### src/rtl/core/bsam_pkg.sv
// shared types and constants for the sorted-table search block
package bsam_pkg;

  localparam int IDX_W  = 6;
  localparam int DATA_W = 32;
  localparam int LEN_W  = 7;
  localparam int QDEPTH = 2;

  // item kinds carried through the queue
  localparam logic KIND_LOAD   = 1'b0;
  localparam logic KIND_SEARCH = 1'b1;

  // register addresses on the configuration port
  localparam logic [1:0] ADDR_TABLE_LENGTH = 2'd0;

  typedef struct packed {
    logic              kind;
    logic [IDX_W-1:0]  idx;
    logic [DATA_W-1:0] data;
  } q_entry_t;

endpackage

### src/rtl/core/bsam_ram.sv
// generic single-port-write, registered-read RAM
module bsam_ram #(
  parameter int WIDTH = 32,
  parameter int DEPTH = 64
) (
  input  logic                                    clk,
  input  logic                                    we,
  input  logic [((DEPTH > 1) ? $clog2(DEPTH) : 1)-1:0] waddr,
  input  logic [WIDTH-1:0]                        wdata,
  input  logic                                    re,
  input  logic [((DEPTH > 1) ? $clog2(DEPTH) : 1)-1:0] raddr,
  output logic [WIDTH-1:0]                        rdata
);

  logic [WIDTH-1:0] mem_r [DEPTH];
  logic [WIDTH-1:0] rdata_r;

  // write port
  always_ff @(posedge clk) begin
    if (we) begin
      mem_r[waddr] <= wdata;
    end
  end

  // registered read, holds when not enabled
  always_ff @(posedge clk) begin
    if (re) begin
      rdata_r <= mem_r[raddr];
    end
  end

  assign rdata = rdata_r;

endmodule

### src/rtl/core/bsam_queue.sv
// short queue between the front and the back
module bsam_queue (
  input  logic               clk,
  input  logic               rst_n,
  input  logic               push,
  input  bsam_pkg::q_entry_t push_entry,
  output logic               full,
  input  logic               pop,
  output bsam_pkg::q_entry_t pop_entry,
  output logic               empty
);
  import bsam_pkg::*;

  localparam int PW = (QDEPTH > 1) ? $clog2(QDEPTH) : 1;
  localparam int CW = $clog2(QDEPTH + 1);

  q_entry_t        slot_r [QDEPTH];
  logic [PW-1:0]   wr_ptr_r, wr_ptr_nxt;
  logic [PW-1:0]   rd_ptr_r, rd_ptr_nxt;
  logic [CW-1:0]   count_r, count_nxt;
  logic            do_push, do_pop;

  assign full      = (count_r == CW'(QDEPTH));
  assign empty     = (count_r == '0);
  assign do_push   = push && !full;
  assign do_pop    = pop && !empty;
  assign pop_entry = slot_r[rd_ptr_r];

  // pointer and fill count
  always_comb begin
    wr_ptr_nxt = wr_ptr_r;
    rd_ptr_nxt = rd_ptr_r;
    count_nxt  = count_r;
    if (do_push) begin
      wr_ptr_nxt = (wr_ptr_r == PW'(QDEPTH - 1)) ? '0 : wr_ptr_r + PW'(1);
    end
    if (do_pop) begin
      rd_ptr_nxt = (rd_ptr_r == PW'(QDEPTH - 1)) ? '0 : rd_ptr_r + PW'(1);
    end
    if (do_push && !do_pop) begin
      count_nxt = count_r + CW'(1);
    end else if (do_pop && !do_push) begin
      count_nxt = count_r - CW'(1);
    end
  end

  always_ff @(posedge clk) begin
    if (!rst_n) begin
      wr_ptr_r <= '0;
      rd_ptr_r <= '0;
      count_r  <= '0;
    end else begin
      wr_ptr_r <= wr_ptr_nxt;
      rd_ptr_r <= rd_ptr_nxt;
      count_r  <= count_nxt;
    end
  end

  // storage
  always_ff @(posedge clk) begin
    if (do_push) begin
      slot_r[wr_ptr_r] <= push_entry;
    end
  end

endmodule

### src/rtl/core/bsam_front.sv
// input stage: takes items, classifies them and feeds the queue
module bsam_front #(
  parameter int TABLE_DEPTH = 64
) (
  input  logic                       clk,
  input  logic                       rst_n,
  input  logic                       in_tvalid,
  output logic                       in_tready,
  input  logic                       in_opcode,
  input  logic [bsam_pkg::IDX_W-1:0] in_load_index,
  input  logic [bsam_pkg::DATA_W-1:0] in_load_value,
  input  logic [bsam_pkg::DATA_W-1:0] in_search_key,
  output logic                       q_push,
  output bsam_pkg::q_entry_t         q_entry,
  input  logic                       q_full
);
  import bsam_pkg::*;

  logic     stage_v_r, stage_v_nxt;
  q_entry_t stage_r;
  q_entry_t classed;
  logic     keep;
  logic     accept;

  // classify: loads carry the value, searches the key; loads off the table are dropped
  always_comb begin
    classed.kind = (in_opcode == KIND_SEARCH) ? KIND_SEARCH : KIND_LOAD;
    classed.idx  = in_load_index;
    classed.data = (in_opcode == KIND_SEARCH) ? in_search_key : in_load_value;
    keep = (in_opcode == KIND_SEARCH) ||
           ({1'b0, in_load_index} < (IDX_W + 1)'(TABLE_DEPTH));
  end

  assign in_tready = !stage_v_r || !q_full;
  assign accept    = in_tvalid && in_tready;
  assign q_push    = stage_v_r;
  assign q_entry   = stage_r;

  // stage valid
  always_comb begin
    stage_v_nxt = stage_v_r;
    if (accept) begin
      stage_v_nxt = keep;
    end else if (stage_v_r && !q_full) begin
      stage_v_nxt = 1'b0;
    end
  end

  always_ff @(posedge clk) begin
    if (!rst_n) begin
      stage_v_r <= 1'b0;
    end else begin
      stage_v_r <= stage_v_nxt;
    end
  end

  always_ff @(posedge clk) begin
    if (accept) begin
      stage_r <= classed;
    end
  end

endmodule

### src/rtl/core/bsam_back.sv
// search engine: table memory, binary search, duplicate scan, result register
module bsam_back #(
  parameter int TABLE_DEPTH = 64
) (
  input  logic                        clk,
  input  logic                        rst_n,
  input  logic [bsam_pkg::LEN_W-1:0]  table_length,
  input  logic                        q_empty,
  input  bsam_pkg::q_entry_t          q_entry,
  output logic                        q_pop,
  output logic                        out_tvalid,
  input  logic                        out_tready,
  output logic                        out_found,
  output logic [bsam_pkg::IDX_W-1:0]  out_match_index,
  output logic                        out_tlast
);
  import bsam_pkg::*;

  localparam int AW = (TABLE_DEPTH > 1) ? $clog2(TABLE_DEPTH) : 1;

  localparam logic [3:0] ST_IDLE  = 4'd0;
  localparam logic [3:0] ST_PROBE = 4'd1;
  localparam logic [3:0] ST_PCMP  = 4'd2;
  localparam logic [3:0] ST_UP    = 4'd3;
  localparam logic [3:0] ST_UCMP  = 4'd4;
  localparam logic [3:0] ST_DN    = 4'd5;
  localparam logic [3:0] ST_DCMP  = 4'd6;
  localparam logic [3:0] ST_FIN   = 4'd7;
  localparam logic [3:0] ST_MISS  = 4'd8;

  logic [3:0]              state_r, state_nxt;
  logic signed [7:0]       low_r, low_nxt;
  logic signed [7:0]       high_r, high_nxt;
  logic signed [7:0]       mid_r, mid_nxt;
  logic signed [7:0]       i_r, i_nxt;
  logic signed [7:0]       hit_r, hit_nxt;
  logic [LEN_W-1:0]        n_r, n_nxt;
  logic [DATA_W-1:0]       key_r, key_nxt;
  logic [IDX_W-1:0]        pend_r, pend_nxt;

  logic                    out_valid_r, out_valid_nxt;
  logic                    out_found_r, out_found_nxt;
  logic [IDX_W-1:0]        out_idx_r, out_idx_nxt;
  logic                    out_last_r, out_last_nxt;

  logic                    ram_we, ram_re;
  logic [AW-1:0]           ram_waddr, ram_raddr;
  logic [DATA_W-1:0]       ram_rdata;

  logic [LEN_W-1:0]        n_lim;
  logic signed [8:0]       mid_sum;
  logic signed [7:0]       mid_w;
  logic                    push_ok, push;
  logic                    push_found, push_last;
  logic [IDX_W-1:0]        push_idx;
  logic                    key_eq, key_lt;

  bsam_ram #(
    .WIDTH (DATA_W),
    .DEPTH (TABLE_DEPTH)
  ) u_ram (
    .clk   (clk),
    .we    (ram_we),
    .waddr (ram_waddr),
    .wdata (q_entry.data),
    .re    (ram_re),
    .raddr (ram_raddr),
    .rdata (ram_rdata)
  );

  // searched length is clipped to the table size
  assign n_lim = (table_length > LEN_W'(TABLE_DEPTH)) ? LEN_W'(TABLE_DEPTH) : table_length;

  // midpoint of a non-empty range, both bounds non-negative there
  assign mid_sum = {low_r[7], low_r} + {high_r[7], high_r};
  assign mid_w   = mid_sum[8:1];

  assign key_eq  = (ram_rdata == key_r);
  assign key_lt  = ($signed(key_r) < $signed(ram_rdata));
  assign push_ok = !out_valid_r || out_tready;
  assign ram_waddr = q_entry.idx[AW-1:0];

  // sequencer
  always_comb begin
    state_nxt  = state_r;
    low_nxt    = low_r;
    high_nxt   = high_r;
    mid_nxt    = mid_r;
    i_nxt      = i_r;
    hit_nxt    = hit_r;
    n_nxt      = n_r;
    key_nxt    = key_r;
    pend_nxt   = pend_r;
    q_pop      = 1'b0;
    ram_we     = 1'b0;
    ram_re     = 1'b0;
    ram_raddr  = mid_w[AW-1:0];
    push       = 1'b0;
    push_found = 1'b1;
    push_idx   = pend_r;
    push_last  = 1'b0;
    unique case (state_r)
      ST_IDLE: begin
        if (!q_empty) begin
          q_pop = 1'b1;
          if (q_entry.kind == KIND_LOAD) begin
            ram_we = 1'b1;
          end else begin
            key_nxt   = q_entry.data;
            n_nxt     = n_lim;
            low_nxt   = '0;
            high_nxt  = $signed({1'b0, n_lim}) - 8'sd1;
            state_nxt = ST_PROBE;
          end
        end
      end
      ST_PROBE: begin
        if (low_r > high_r) begin
          state_nxt = ST_MISS;
        end else begin
          ram_re    = 1'b1;
          ram_raddr = mid_w[AW-1:0];
          mid_nxt   = mid_w;
          state_nxt = ST_PCMP;
        end
      end
      ST_PCMP: begin
        if (key_eq) begin
          pend_nxt  = mid_r[IDX_W-1:0];
          hit_nxt   = mid_r;
          i_nxt     = mid_r + 8'sd1;
          state_nxt = ST_UP;
        end else if (key_lt) begin
          high_nxt  = mid_r - 8'sd1;
          state_nxt = ST_PROBE;
        end else begin
          low_nxt   = mid_r + 8'sd1;
          state_nxt = ST_PROBE;
        end
      end
      // upward scan over equal neighbours
      ST_UP: begin
        if (i_r < $signed({1'b0, n_r})) begin
          ram_re    = 1'b1;
          ram_raddr = i_r[AW-1:0];
          state_nxt = ST_UCMP;
        end else begin
          i_nxt     = hit_r - 8'sd1;
          state_nxt = ST_DN;
        end
      end
      ST_UCMP: begin
        if (!key_eq) begin
          i_nxt     = hit_r - 8'sd1;
          state_nxt = ST_DN;
        end else if (push_ok) begin
          push      = 1'b1;
          pend_nxt  = i_r[IDX_W-1:0];
          i_nxt     = i_r + 8'sd1;
          state_nxt = ST_UP;
        end
      end
      // downward scan over equal neighbours
      ST_DN: begin
        if (i_r >= 8'sd0) begin
          ram_re    = 1'b1;
          ram_raddr = i_r[AW-1:0];
          state_nxt = ST_DCMP;
        end else begin
          state_nxt = ST_FIN;
        end
      end
      ST_DCMP: begin
        if (!key_eq) begin
          state_nxt = ST_FIN;
        end else if (push_ok) begin
          push      = 1'b1;
          pend_nxt  = i_r[IDX_W-1:0];
          i_nxt     = i_r - 8'sd1;
          state_nxt = ST_DN;
        end
      end
      ST_FIN: begin
        if (push_ok) begin
          push      = 1'b1;
          push_last = 1'b1;
          state_nxt = ST_IDLE;
        end
      end
      ST_MISS: begin
        if (push_ok) begin
          push       = 1'b1;
          push_found = 1'b0;
          push_idx   = '0;
          push_last  = 1'b1;
          state_nxt  = ST_IDLE;
        end
      end
      default: begin
        state_nxt = ST_IDLE;
      end
    endcase
  end

  // result register
  always_comb begin
    out_valid_nxt = out_valid_r;
    out_found_nxt = out_found_r;
    out_idx_nxt   = out_idx_r;
    out_last_nxt  = out_last_r;
    if (push) begin
      out_valid_nxt = 1'b1;
      out_found_nxt = push_found;
      out_idx_nxt   = push_idx;
      out_last_nxt  = push_last;
    end else if (out_tready) begin
      out_valid_nxt = 1'b0;
    end
  end

  always_ff @(posedge clk) begin
    if (!rst_n) begin
      state_r     <= ST_IDLE;
      out_valid_r <= 1'b0;
    end else begin
      state_r     <= state_nxt;
      out_valid_r <= out_valid_nxt;
    end
  end

  always_ff @(posedge clk) begin
    low_r       <= low_nxt;
    high_r      <= high_nxt;
    mid_r       <= mid_nxt;
    i_r         <= i_nxt;
    hit_r       <= hit_nxt;
    n_r         <= n_nxt;
    key_r       <= key_nxt;
    pend_r      <= pend_nxt;
    out_found_r <= out_found_nxt;
    out_idx_r   <= out_idx_nxt;
    out_last_r  <= out_last_nxt;
  end

  assign out_tvalid      = out_valid_r;
  assign out_found       = out_found_r;
  assign out_match_index = out_idx_r;
  assign out_tlast       = out_last_r;

endmodule

### src/rtl/core/binary_search_all_matches.sv
// top level of the sorted-table search block
//
//  channel | direction | handshake              | payload
//  in_     | sink      | in_tvalid / in_tready  | tuser: opcode; tdata: index, value, key
//  out_    | source    | out_tvalid / out_tready| tuser: found; tdata: match_index; tlast
//  cfg_    | apb slave | psel, penable, pready  | table_length at address 0
//
// a load is written into the table ram as it leaves the queue; a search runs a binary
// search with a read state and a compare state for each probe and each equal neighbour
// scanned, as the table ram has a registered read.
// reset clears control state only; table entries are undefined until loaded.
// either side may stall: a two-entry queue and the result register decouple them.
module binary_search_all_matches #(
  parameter int TABLE_DEPTH = 64
) (
  input  logic        clk,
  input  logic        rst_n,
  input  logic        in_tvalid,
  output logic        in_tready,
  input  logic [71:0] in_tdata,   // load_index[5:0], load_value[37:6], search_key[69:38]
  input  logic [0:0]  in_tuser,   // opcode[0]
  output logic        out_tvalid,
  input  logic        out_tready,
  output logic [7:0]  out_tdata,  // match_index[5:0]
  output logic [0:0]  out_tuser,  // found[0]
  output logic        out_tlast,
  input  logic        cfg_psel,
  input  logic        cfg_penable,
  input  logic        cfg_pwrite,
  input  logic [1:0]  cfg_paddr,
  input  logic [31:0] cfg_pwdata,
  output logic [31:0] cfg_prdata,
  output logic        cfg_pready
);
  import bsam_pkg::*;

  logic [LEN_W-1:0] length_r, length_nxt;
  logic             cfg_wr;
  logic             q_push, q_full, q_pop, q_empty;
  q_entry_t         q_in, q_out;
  logic [IDX_W-1:0] match_index;

  // configuration register
  assign cfg_pready = 1'b1;
  assign cfg_wr     = cfg_psel && cfg_penable && cfg_pwrite && cfg_pready;
  assign cfg_prdata = (cfg_paddr == ADDR_TABLE_LENGTH) ? {{(32 - LEN_W){1'b0}}, length_r} : '0;

  always_comb begin
    length_nxt = length_r;
    if (cfg_wr && (cfg_paddr == ADDR_TABLE_LENGTH)) begin
      length_nxt = cfg_pwdata[LEN_W-1:0];
    end
  end

  always_ff @(posedge clk) begin
    if (!rst_n) begin
      length_r <= '0;
    end else begin
      length_r <= length_nxt;
    end
  end

  bsam_front #(
    .TABLE_DEPTH (TABLE_DEPTH)
  ) u_front (
    .clk           (clk),
    .rst_n         (rst_n),
    .in_tvalid     (in_tvalid),
    .in_tready     (in_tready),
    .in_opcode     (in_tuser[0]),
    .in_load_index (in_tdata[5:0]),
    .in_load_value (in_tdata[37:6]),
    .in_search_key (in_tdata[69:38]),
    .q_push        (q_push),
    .q_entry       (q_in),
    .q_full        (q_full)
  );

  bsam_queue u_queue (
    .clk        (clk),
    .rst_n      (rst_n),
    .push       (q_push),
    .push_entry (q_in),
    .full       (q_full),
    .pop        (q_pop),
    .pop_entry  (q_out),
    .empty      (q_empty)
  );

  bsam_back #(
    .TABLE_DEPTH (TABLE_DEPTH)
  ) u_back (
    .clk             (clk),
    .rst_n           (rst_n),
    .table_length    (length_r),
    .q_empty         (q_empty),
    .q_entry         (q_out),
    .q_pop           (q_pop),
    .out_tvalid      (out_tvalid),
    .out_tready      (out_tready),
    .out_found       (out_tuser[0]),
    .out_match_index (match_index),
    .out_tlast       (out_tlast)
  );

  assign out_tdata = {2'b00, match_index};

endmodule

### config.mk
export PLATFORM = sky130hd
export DESIGN_NAME = binary_search_all_matches
export DESIGN_NICKNAME = d
export VERILOG_FILES = /design/src/rtl/core/bsam_pkg.sv /design/src/rtl/core/bsam_ram.sv /design/src/rtl/core/bsam_queue.sv /design/src/rtl/core/bsam_front.sv /design/src/rtl/core/bsam_back.sv /design/src/rtl/core/binary_search_all_matches.sv
export SDC_FILE = /design/constraint.sdc
export NUM_CORES = 2
export LEC_CHECK = 0
export BUFFER_PORTS_ARGS = -buffer_cell sky130_fd_sc_hd__buf_4
export CAP_MARGIN = 20
export CORE_MARGIN = 5
export CORE_UTILIZATION = 30
export CTS_BUF_LIST = sky130_fd_sc_hd__clkbuf_4
export CTS_CLUSTER_SIZE = 40
export DETAILED_ROUTE_END_ITERATION = 12
export PLACE_DENSITY_LB_ADDON = 0.08
export SYNTH_ARGS = -nofsm -noshare
export SYNTH_HDL_FRONTEND = slang
export SYNTH_SLANG_ARGS = --single-unit
### constraint.sdc
create_clock -name clk -period 9.8 [get_ports clk]
set_input_delay 1.47 -clock clk [delete_from_list [all_inputs] [get_ports clk]]
set_output_delay 1.47 -clock clk [all_outputs]
set_load 0.005 [all_outputs]
# After elaboration in Yosys (flattened, before gate mapping)
# Memory sizes are Yosys's and may differ from the RTL's. A register that Yosys moved wholly into a read port is not among the register bits.
# Cells that the tools add are included.
[word_totals]
reg_bits = 149
ram_bits = 2126
in_bits = 114
output_inout_bits = 45
elab_cells = 169
n_memories = 2
[op_classes]
addsub = 11
n_lt_le_gt_ge = 5
eq_ne = 24
mux = 69
bitwise = 2
reduce_logical = 35
[mem_list]
columns = ["memory", "depth", "width", "rd", "rd_clocked_by_memory_dff", "wr", "line", "text"]
rows = [
  ["u_back.u_ram.mem_r", 64, 32, 1, 1, 1, "bsam_ram.sv:15", "logic [WIDTH-1:0] mem_r [DEPTH];"],
  ["u_queue.slot_r", 2, 39, 1, 1, 1, "bsam_queue.sv:17", "q_entry_t slot_r [QDEPTH];"],
]
[ops]
columns = ["op", "n"]
rows = [
  ["8-bit 2-to-1 mux", 14],
  ["6-bit 2-to-1 mux", 7],
  ["32-bit == test", 1],
  ["32-bit less-than comparator", 1],
  ["32-bit 2-to-1 mux", 1],
  ["4-bit 2-to-1 mux", 8],
  ["4-bit case mux with 8 select lines", 1],
  ["8-bit case mux with 2 select lines", 2],
  ["8-bit case mux with 4 select lines", 1],
  ["1-bit 2-to-1 mux", 26],
  ["6-bit case mux with 2 select lines", 2],
  ["8-bit by 2-bit subtractor with 8-bit output (second input constant)", 3],
  ["8-bit by 2-bit adder with 8-bit output (second input constant)", 2],
  ["4-bit by 3-bit == test with 1-bit output (second input constant)", 4],
  ["2-bit by 1-bit != test with 1-bit output (second input constant)", 8],
  ["5-bit AND reduction", 3],
  ["7-bit 2-to-1 mux", 2],
  ["2-bit nonzero test", 5],
  ["8-bit by 8-bit adder with 9-bit output", 1],
  ["4-bit by 2-bit == test with 1-bit output (second input constant)", 2],
  ["8-bit by 1-bit >= comparator with 1-bit output (second input constant)", 1],
  ["8-bit > comparator", 1],
  ["1-bit logical AND", 8],
  ["8-bit less-than comparator", 1],
  ["24 further kinds", 41],
]

# Logic depth before layout (Yosys ltp)
[logic_depth]
word_depth = 7
mapped_depth = 17
mapped_depth_nobuf = 12

# Cells and area by module
# A second synthesis with hierarchy kept.
[unflattened]
cells_unflattened = 4208
area_unflattened_um2 = 90340.4
[by_module_without_submodules]
columns = ["mod", "instances", "cells_per_inst", "area_each_um2", "seq_area_each_um2"]
rows = [
  ["bsam_ram", 1, 3324, 78835.6, 62459.9],
  ["bsam_back", 1, 589, 6137.1, 2892.8],
  ["bsam_queue", 1, 146, 3041.7, 2442.3],
  ["bsam_front", 1, 80, 1756.7, 1191.1],
  ["binary_search_all_matches", 1, 69, 569.3, 140.1],
]

# Least setup slack after synthesis
# No wires, ideal clock.
[synth_timing]
kind = "reg2reg"
from = "register u_back.state_r[2]"
to = "register u_back.low_r[0], enable pin"
arrival_time_ps = 3563
required_ps = 9411
setup_slack_ps = 5848
path_stages_with_launch = 7
period_less_slack_ps = 3952
path_cell_list = "dfxtp_1 > buf_2 > nor2_1 > nand3b_1 > nor2_1 > a21oi_1 > a311oi_1"
[synth_between]
elab_chain_len = 3
elab_cells_between_ends = 8
cone_classes = "5 x eq/ne; 3 x reduce/logical"
[synth_lines]
columns = ["item", "line", "text"]
rows = [
  ["start, declared", "bsam_back.sv:31", "logic [3:0] state_r, state_nxt;"],
  ["start signal, assigned", "bsam_back.sv:226", "state_r <= state_nxt;"],
  ["4-bit by 2-bit == test with 1-bit output / 4-bit logical NOT (equally long branches)", "bsam_back.sv:102", "unique case (state_r)"],
  ["2-bit != test (no line) (tied with other cells)", "n/a", ""],
  ["5-bit AND reduction (no line) (*)", "n/a", ""],
  ["end signal, assigned", "bsam_back.sv:232", "low_r <= low_nxt;"],
  ["end, declared", "bsam_back.sv:32", "logic signed [7:0] low_r, low_nxt;"],
]
# Every way passes the cells marked *; elsewhere a longest branch is shown, timed or not.
# A chain may end at the register's enable or synchronous reset.

# Worst setup path after layout
[layout_timing]
from = "register u_back.i_r[2]"
to = "register u_back.u_ram.rdata_r[22], in the netlist u_back.u_ram.rdata[22], read port of u_back.u_ram.mem_r (data pin)"
[layout_between]
elab_chain_len = 3
elab_cells_between_ends = 8
cone_classes = "2 x order compare; 6 x mux"
[layout_lines]
columns = ["item", "line", "text"]
rows = [
  ["start, declared", "bsam_back.sv:35", "logic signed [7:0] i_r, i_nxt;"],
  ["start signal, assigned", "bsam_back.sv:235", "i_r <= i_nxt;"],
  ["8-bit by 1-bit >= comparator with 1-bit output / 8-bit less-than comparator (equally long branches)", "bsam_back.sv:165, bsam_back.sv:143", ""],
  ["1-bit 2-to-1 mux (tied with other cells)", "bsam_back.sv:165", "if (i_r >= 8'sd0) begin"],
  ["1-bit case mux with 3 select lines / 6-bit case mux with 2 select lines (equally long branches)", "bsam_back.sv:102", ""],
  ["end, declared", "bsam_ram.sv:16", "logic [WIDTH-1:0] rdata_r;"],
]
# Parallel ways exist; a longest one is shown, timed or not.

==> flow_metrics.env <==
export IMPL_timing_fmax_ghz=0.149
export IMPL_finalPower_mw=35.7
export IMPL_final_fill_count=30179
export IMPL_leakage_nw=37.1
export IMPL_synthTopCellsByCount="edfxtp_1 (2290), nand2_1 (424), and3_1 (383), mux2i_1 (322), a211oi_1 (305)"
export IMPL_ir_worst_vdd_mv=0.259
export IMPL_track_usage_pct=19.6
export IMPL_synth_most_common_cell="edfxtp_1"
export IMPL_antenna_found_initial=29
export IMPL_route_vias_total=56326
export IMPL_cts_max_level=6
export IMPL_place_ws_ns=3.27
export IMPL_r2r_end="u_back.u_ram.rdata[22]"
export IMPL_min_to="length_r[2]"
export IMPL_reg2reg_depth=12
export IMPL_synth_top_cell_area_share_pct=73.5
export IMPL_worst_ep_arrival_time_ns=8.00
export IMPL_hold_viol_final=0
export IMPL_cts_sinks=2308
export IMPL_ys_warn_count=0
export IMPL_cts_tree="done"
export IMPL_clk_latency_ns=1.49
export IMPL_core_area_sq_um=311000
export IMPL_routed_wl_um=327000
export IMPL_maxCapViolCount=0
export IMPL_regArea_sq_um=69100
export IMPL_synth_area_per_cell_sq_um=16.2
export IMPL_yosys_most_used_dff="edfxtp_1"
export IMPL_drcViolationCount=0
export IMPL_path_max_fanout=167
export IMPL_finalSetupViolCount=0
export IMPL_yosysTopAreaCell="edfxtp_1"
export IMPL_io_buffers=103
export IMPL_dieHeight_um=569
export IMPL_clkTransAtPathRegs_ns=0.07
export IMPL_skew_ns=0.105
export IMPL_grt_pass1_wl_um=451000
export IMPL_grt_max_degree=168
export IMPL_wire_per_inst_um=29.7
export IMPL_tightest_slew_ns=1.24
export IMPL_fin_crit_sh_pct=68.4
export IMPL_dp_hpwl_um=174000
export IMPL_min_path_type="in2reg"
export IMPL_synth_cells=5775
export IMPL_setup_ws_ns=3.10
export IMPL_gp_congestion=0.761
export IMPL_drive_above_1_share_pct=24.3
export IMPL_final_min_clock_period_ns=6.70
export IMPL_pin_count=159
export IMPL_clockBufferDepth=4
export IMPL_drtPass1Iterations=6
export IMPL_fin_area_sq_um=109000
export IMPL_cts_setup_buffers=0
export IMPL_drtIter0Drc=4812
export IMPL_min_path_cells=3
export IMPL_nets=6537
export IMPL_dieWidth_um=569
export IMPL_synth_sequential_area_ratio_pct=73.8
export IMPL_rsz0062_at_grt="false"
export IMPL_initial_core_util_pct=30.1
export IMPL_maxSlewHeadroom_pct=17.2
export IMPL_outcome="finished clean"
export IMPL_clock_root_buffer="clkbuf_4"
export IMPL_die_area_sq_um=323000
export IMPL_yosys_top_cells_area="edfxtp_1 (73%), mux2i_1 (3.4%), and3_1 (2.6%), a211oi_1 (2.4%), mux4_2 (2.1%)"
export IMPL_crit_required_ns=11.10
export IMPL_placementRows=205
export IMPL_cp_start_kind="flip-flop"
export IMPL_hp_start="cfg_pwdata[2]"
export IMPL_critical_path_class="reg2reg"
export IMPL_multi_input_area_sq_um=23100
export IMPL_powerDensity_nw_per_um2=328
export IMPL_cts_inserted_buffers=650
export IMPL_synth_area_sq_um=93600
export IMPL_setup_tns_ns=0
export IMPL_post_synth_num_cell_types=80
export IMPL_regToRegSetupSlack_ns=3.10
export IMPL_async_reset_ff_share_pct=0
export IMPL_synth_edff_count=2290
export IMPL_overflow=0
export IMPL_grt_pass1_vias=57563
export IMPL_place_area_sq_um=100000
export IMPL_reg2reg_from="u_back.i_r[2]"
export IMPL_ys_ff_latch=2308
export IMPL_drtAntennaViolNets=0
export IMPL_syn2layout_area_growth_pct=16.1
export IMPL_setup_worst_path_end_class="flip-flop"
export IMPL_viasPerCell=5.13
export IMPL_slew_violations=0
metal layers:
layer / global-route usage, % / up-vias / routed length [um]
met5: 0 / - / 42
met4: 4.99 / 8 / 6660
met3: 2.90 / 412 / 16000
met2: 33.0 / 1695 / 159000
met1: 26.6 / 29478 / 145000
li1: - / 24733 / -
per-stage QoR:
stage | hold slack [ns] | std cells | utilization (%)
floorplan | 0.421 | 5801 | -
global route | 0.162 | 10975 | 34.9
finish | 0.259 | 10983 | 34.9
CTS | 0.00206 | 10971 | 34.9
detailed placement | 0.431 | 9834 | 32.2
global placement | 0.425 | 9831 | 32.2
registers in the layout, indices dropped and copies added, names as in the netlist, 7 cells and up, named ones only:
signal	flops
u_back.u_ram.mem_r	2048
u_queue.slot_r	78
u_front.q_entry	39
u_back.key_r	32
u_back.u_ram.rdata	32
u_back.high_r	8
u_back.hit_r	8
u_back.i_r	8
u_back.low_r	8
u_back.mid_r	8
length_r	7
u_back.n_r	7
kinds of logic (layout without fill, tap and decap cells):
logic type,Yosys count,after routing,share of synthesized area (%)
XOR/XNOR,37,37,0.346
AND/OR/NAND/NOR,1245,1245,6.69
flip-flops,2308,2308,73.8
multiplexers,487,487,6.47
AO/OA/AOI/OAI,1124,1124,9.31
other,2,38,0.00802
buffers and inverters,509,1541,2.49
adder cells (fa/ha/maj),63,63,0.850
report_power, final:
group	total [mW]	switching, mW	internal [mW]	leakage, nW
clock	8.95	4.14	4.81	4.91
combinational	14.5	10.3	4.11	11.4
sequential	12.3	0.162	12.1	20.8
cell type report:
type	count	area share [%]
Tap cell	4140	4.77
Sequential cell	2308	63.6
Multi-Input combinational cell	2984	21.2
Timing Repair Buffer	346	2.54
Clock buffer	976	6.74
Antenna cell	10	0.0230
Clock inverter	149	0.882
Inverter	70	0.242
layout by cell type (no fill, tap or decap), drive strengths merged, types with 94 or more instances in the layout:
cell,n
clkinv,114
nor2,157
buf,334
edfxtp,2290
a21boi,116
mux2i,322
o31ai,94
a211oi,305
clkbuf,976
and3,383
nand2,426
nand3,101
worst max path at each step:
stage                                 start                     end  cells past startpoint
after floorplan           u_back.state_r[2]         u_back.low_r[0]                      6
after global placement        u_back.i_r[2]   u_back.u_ram.rdata[6]                     14
after detailed placement      u_back.i_r[2]  u_back.u_ram.rdata[18]                     12
after CTS                     u_back.i_r[2]  u_back.u_ram.rdata[18]                     12
after global routing          u_back.i_r[2]  u_back.u_ram.rdata[26]                     13
final                         u_back.i_r[2]  u_back.u_ram.rdata[22]                     12
worst max-delay path, cell delays in order, from the launching register on:
cell,delay (ns)
edfxtp_1,0.77
ha_1,0.34
o21a_1,0.13
nor2_1,0.07
or4b_1,0.86
nand3_4,0.60
buf_12,0.46
buf_4,0.72
and3_1,0.27
a211oi_1,0.05
or4b_1,0.66
a32oi_1,0.99
o311a_1,0.31
repair_timing:
| action | CTS | global route |
|---|---|---|
| hold endpoints to repair | 12 | 0 |
| hold buffers | 12 | 0 |
| gates resized for setup | 0 | 0 |
Power figures use the tool's default switching activity.
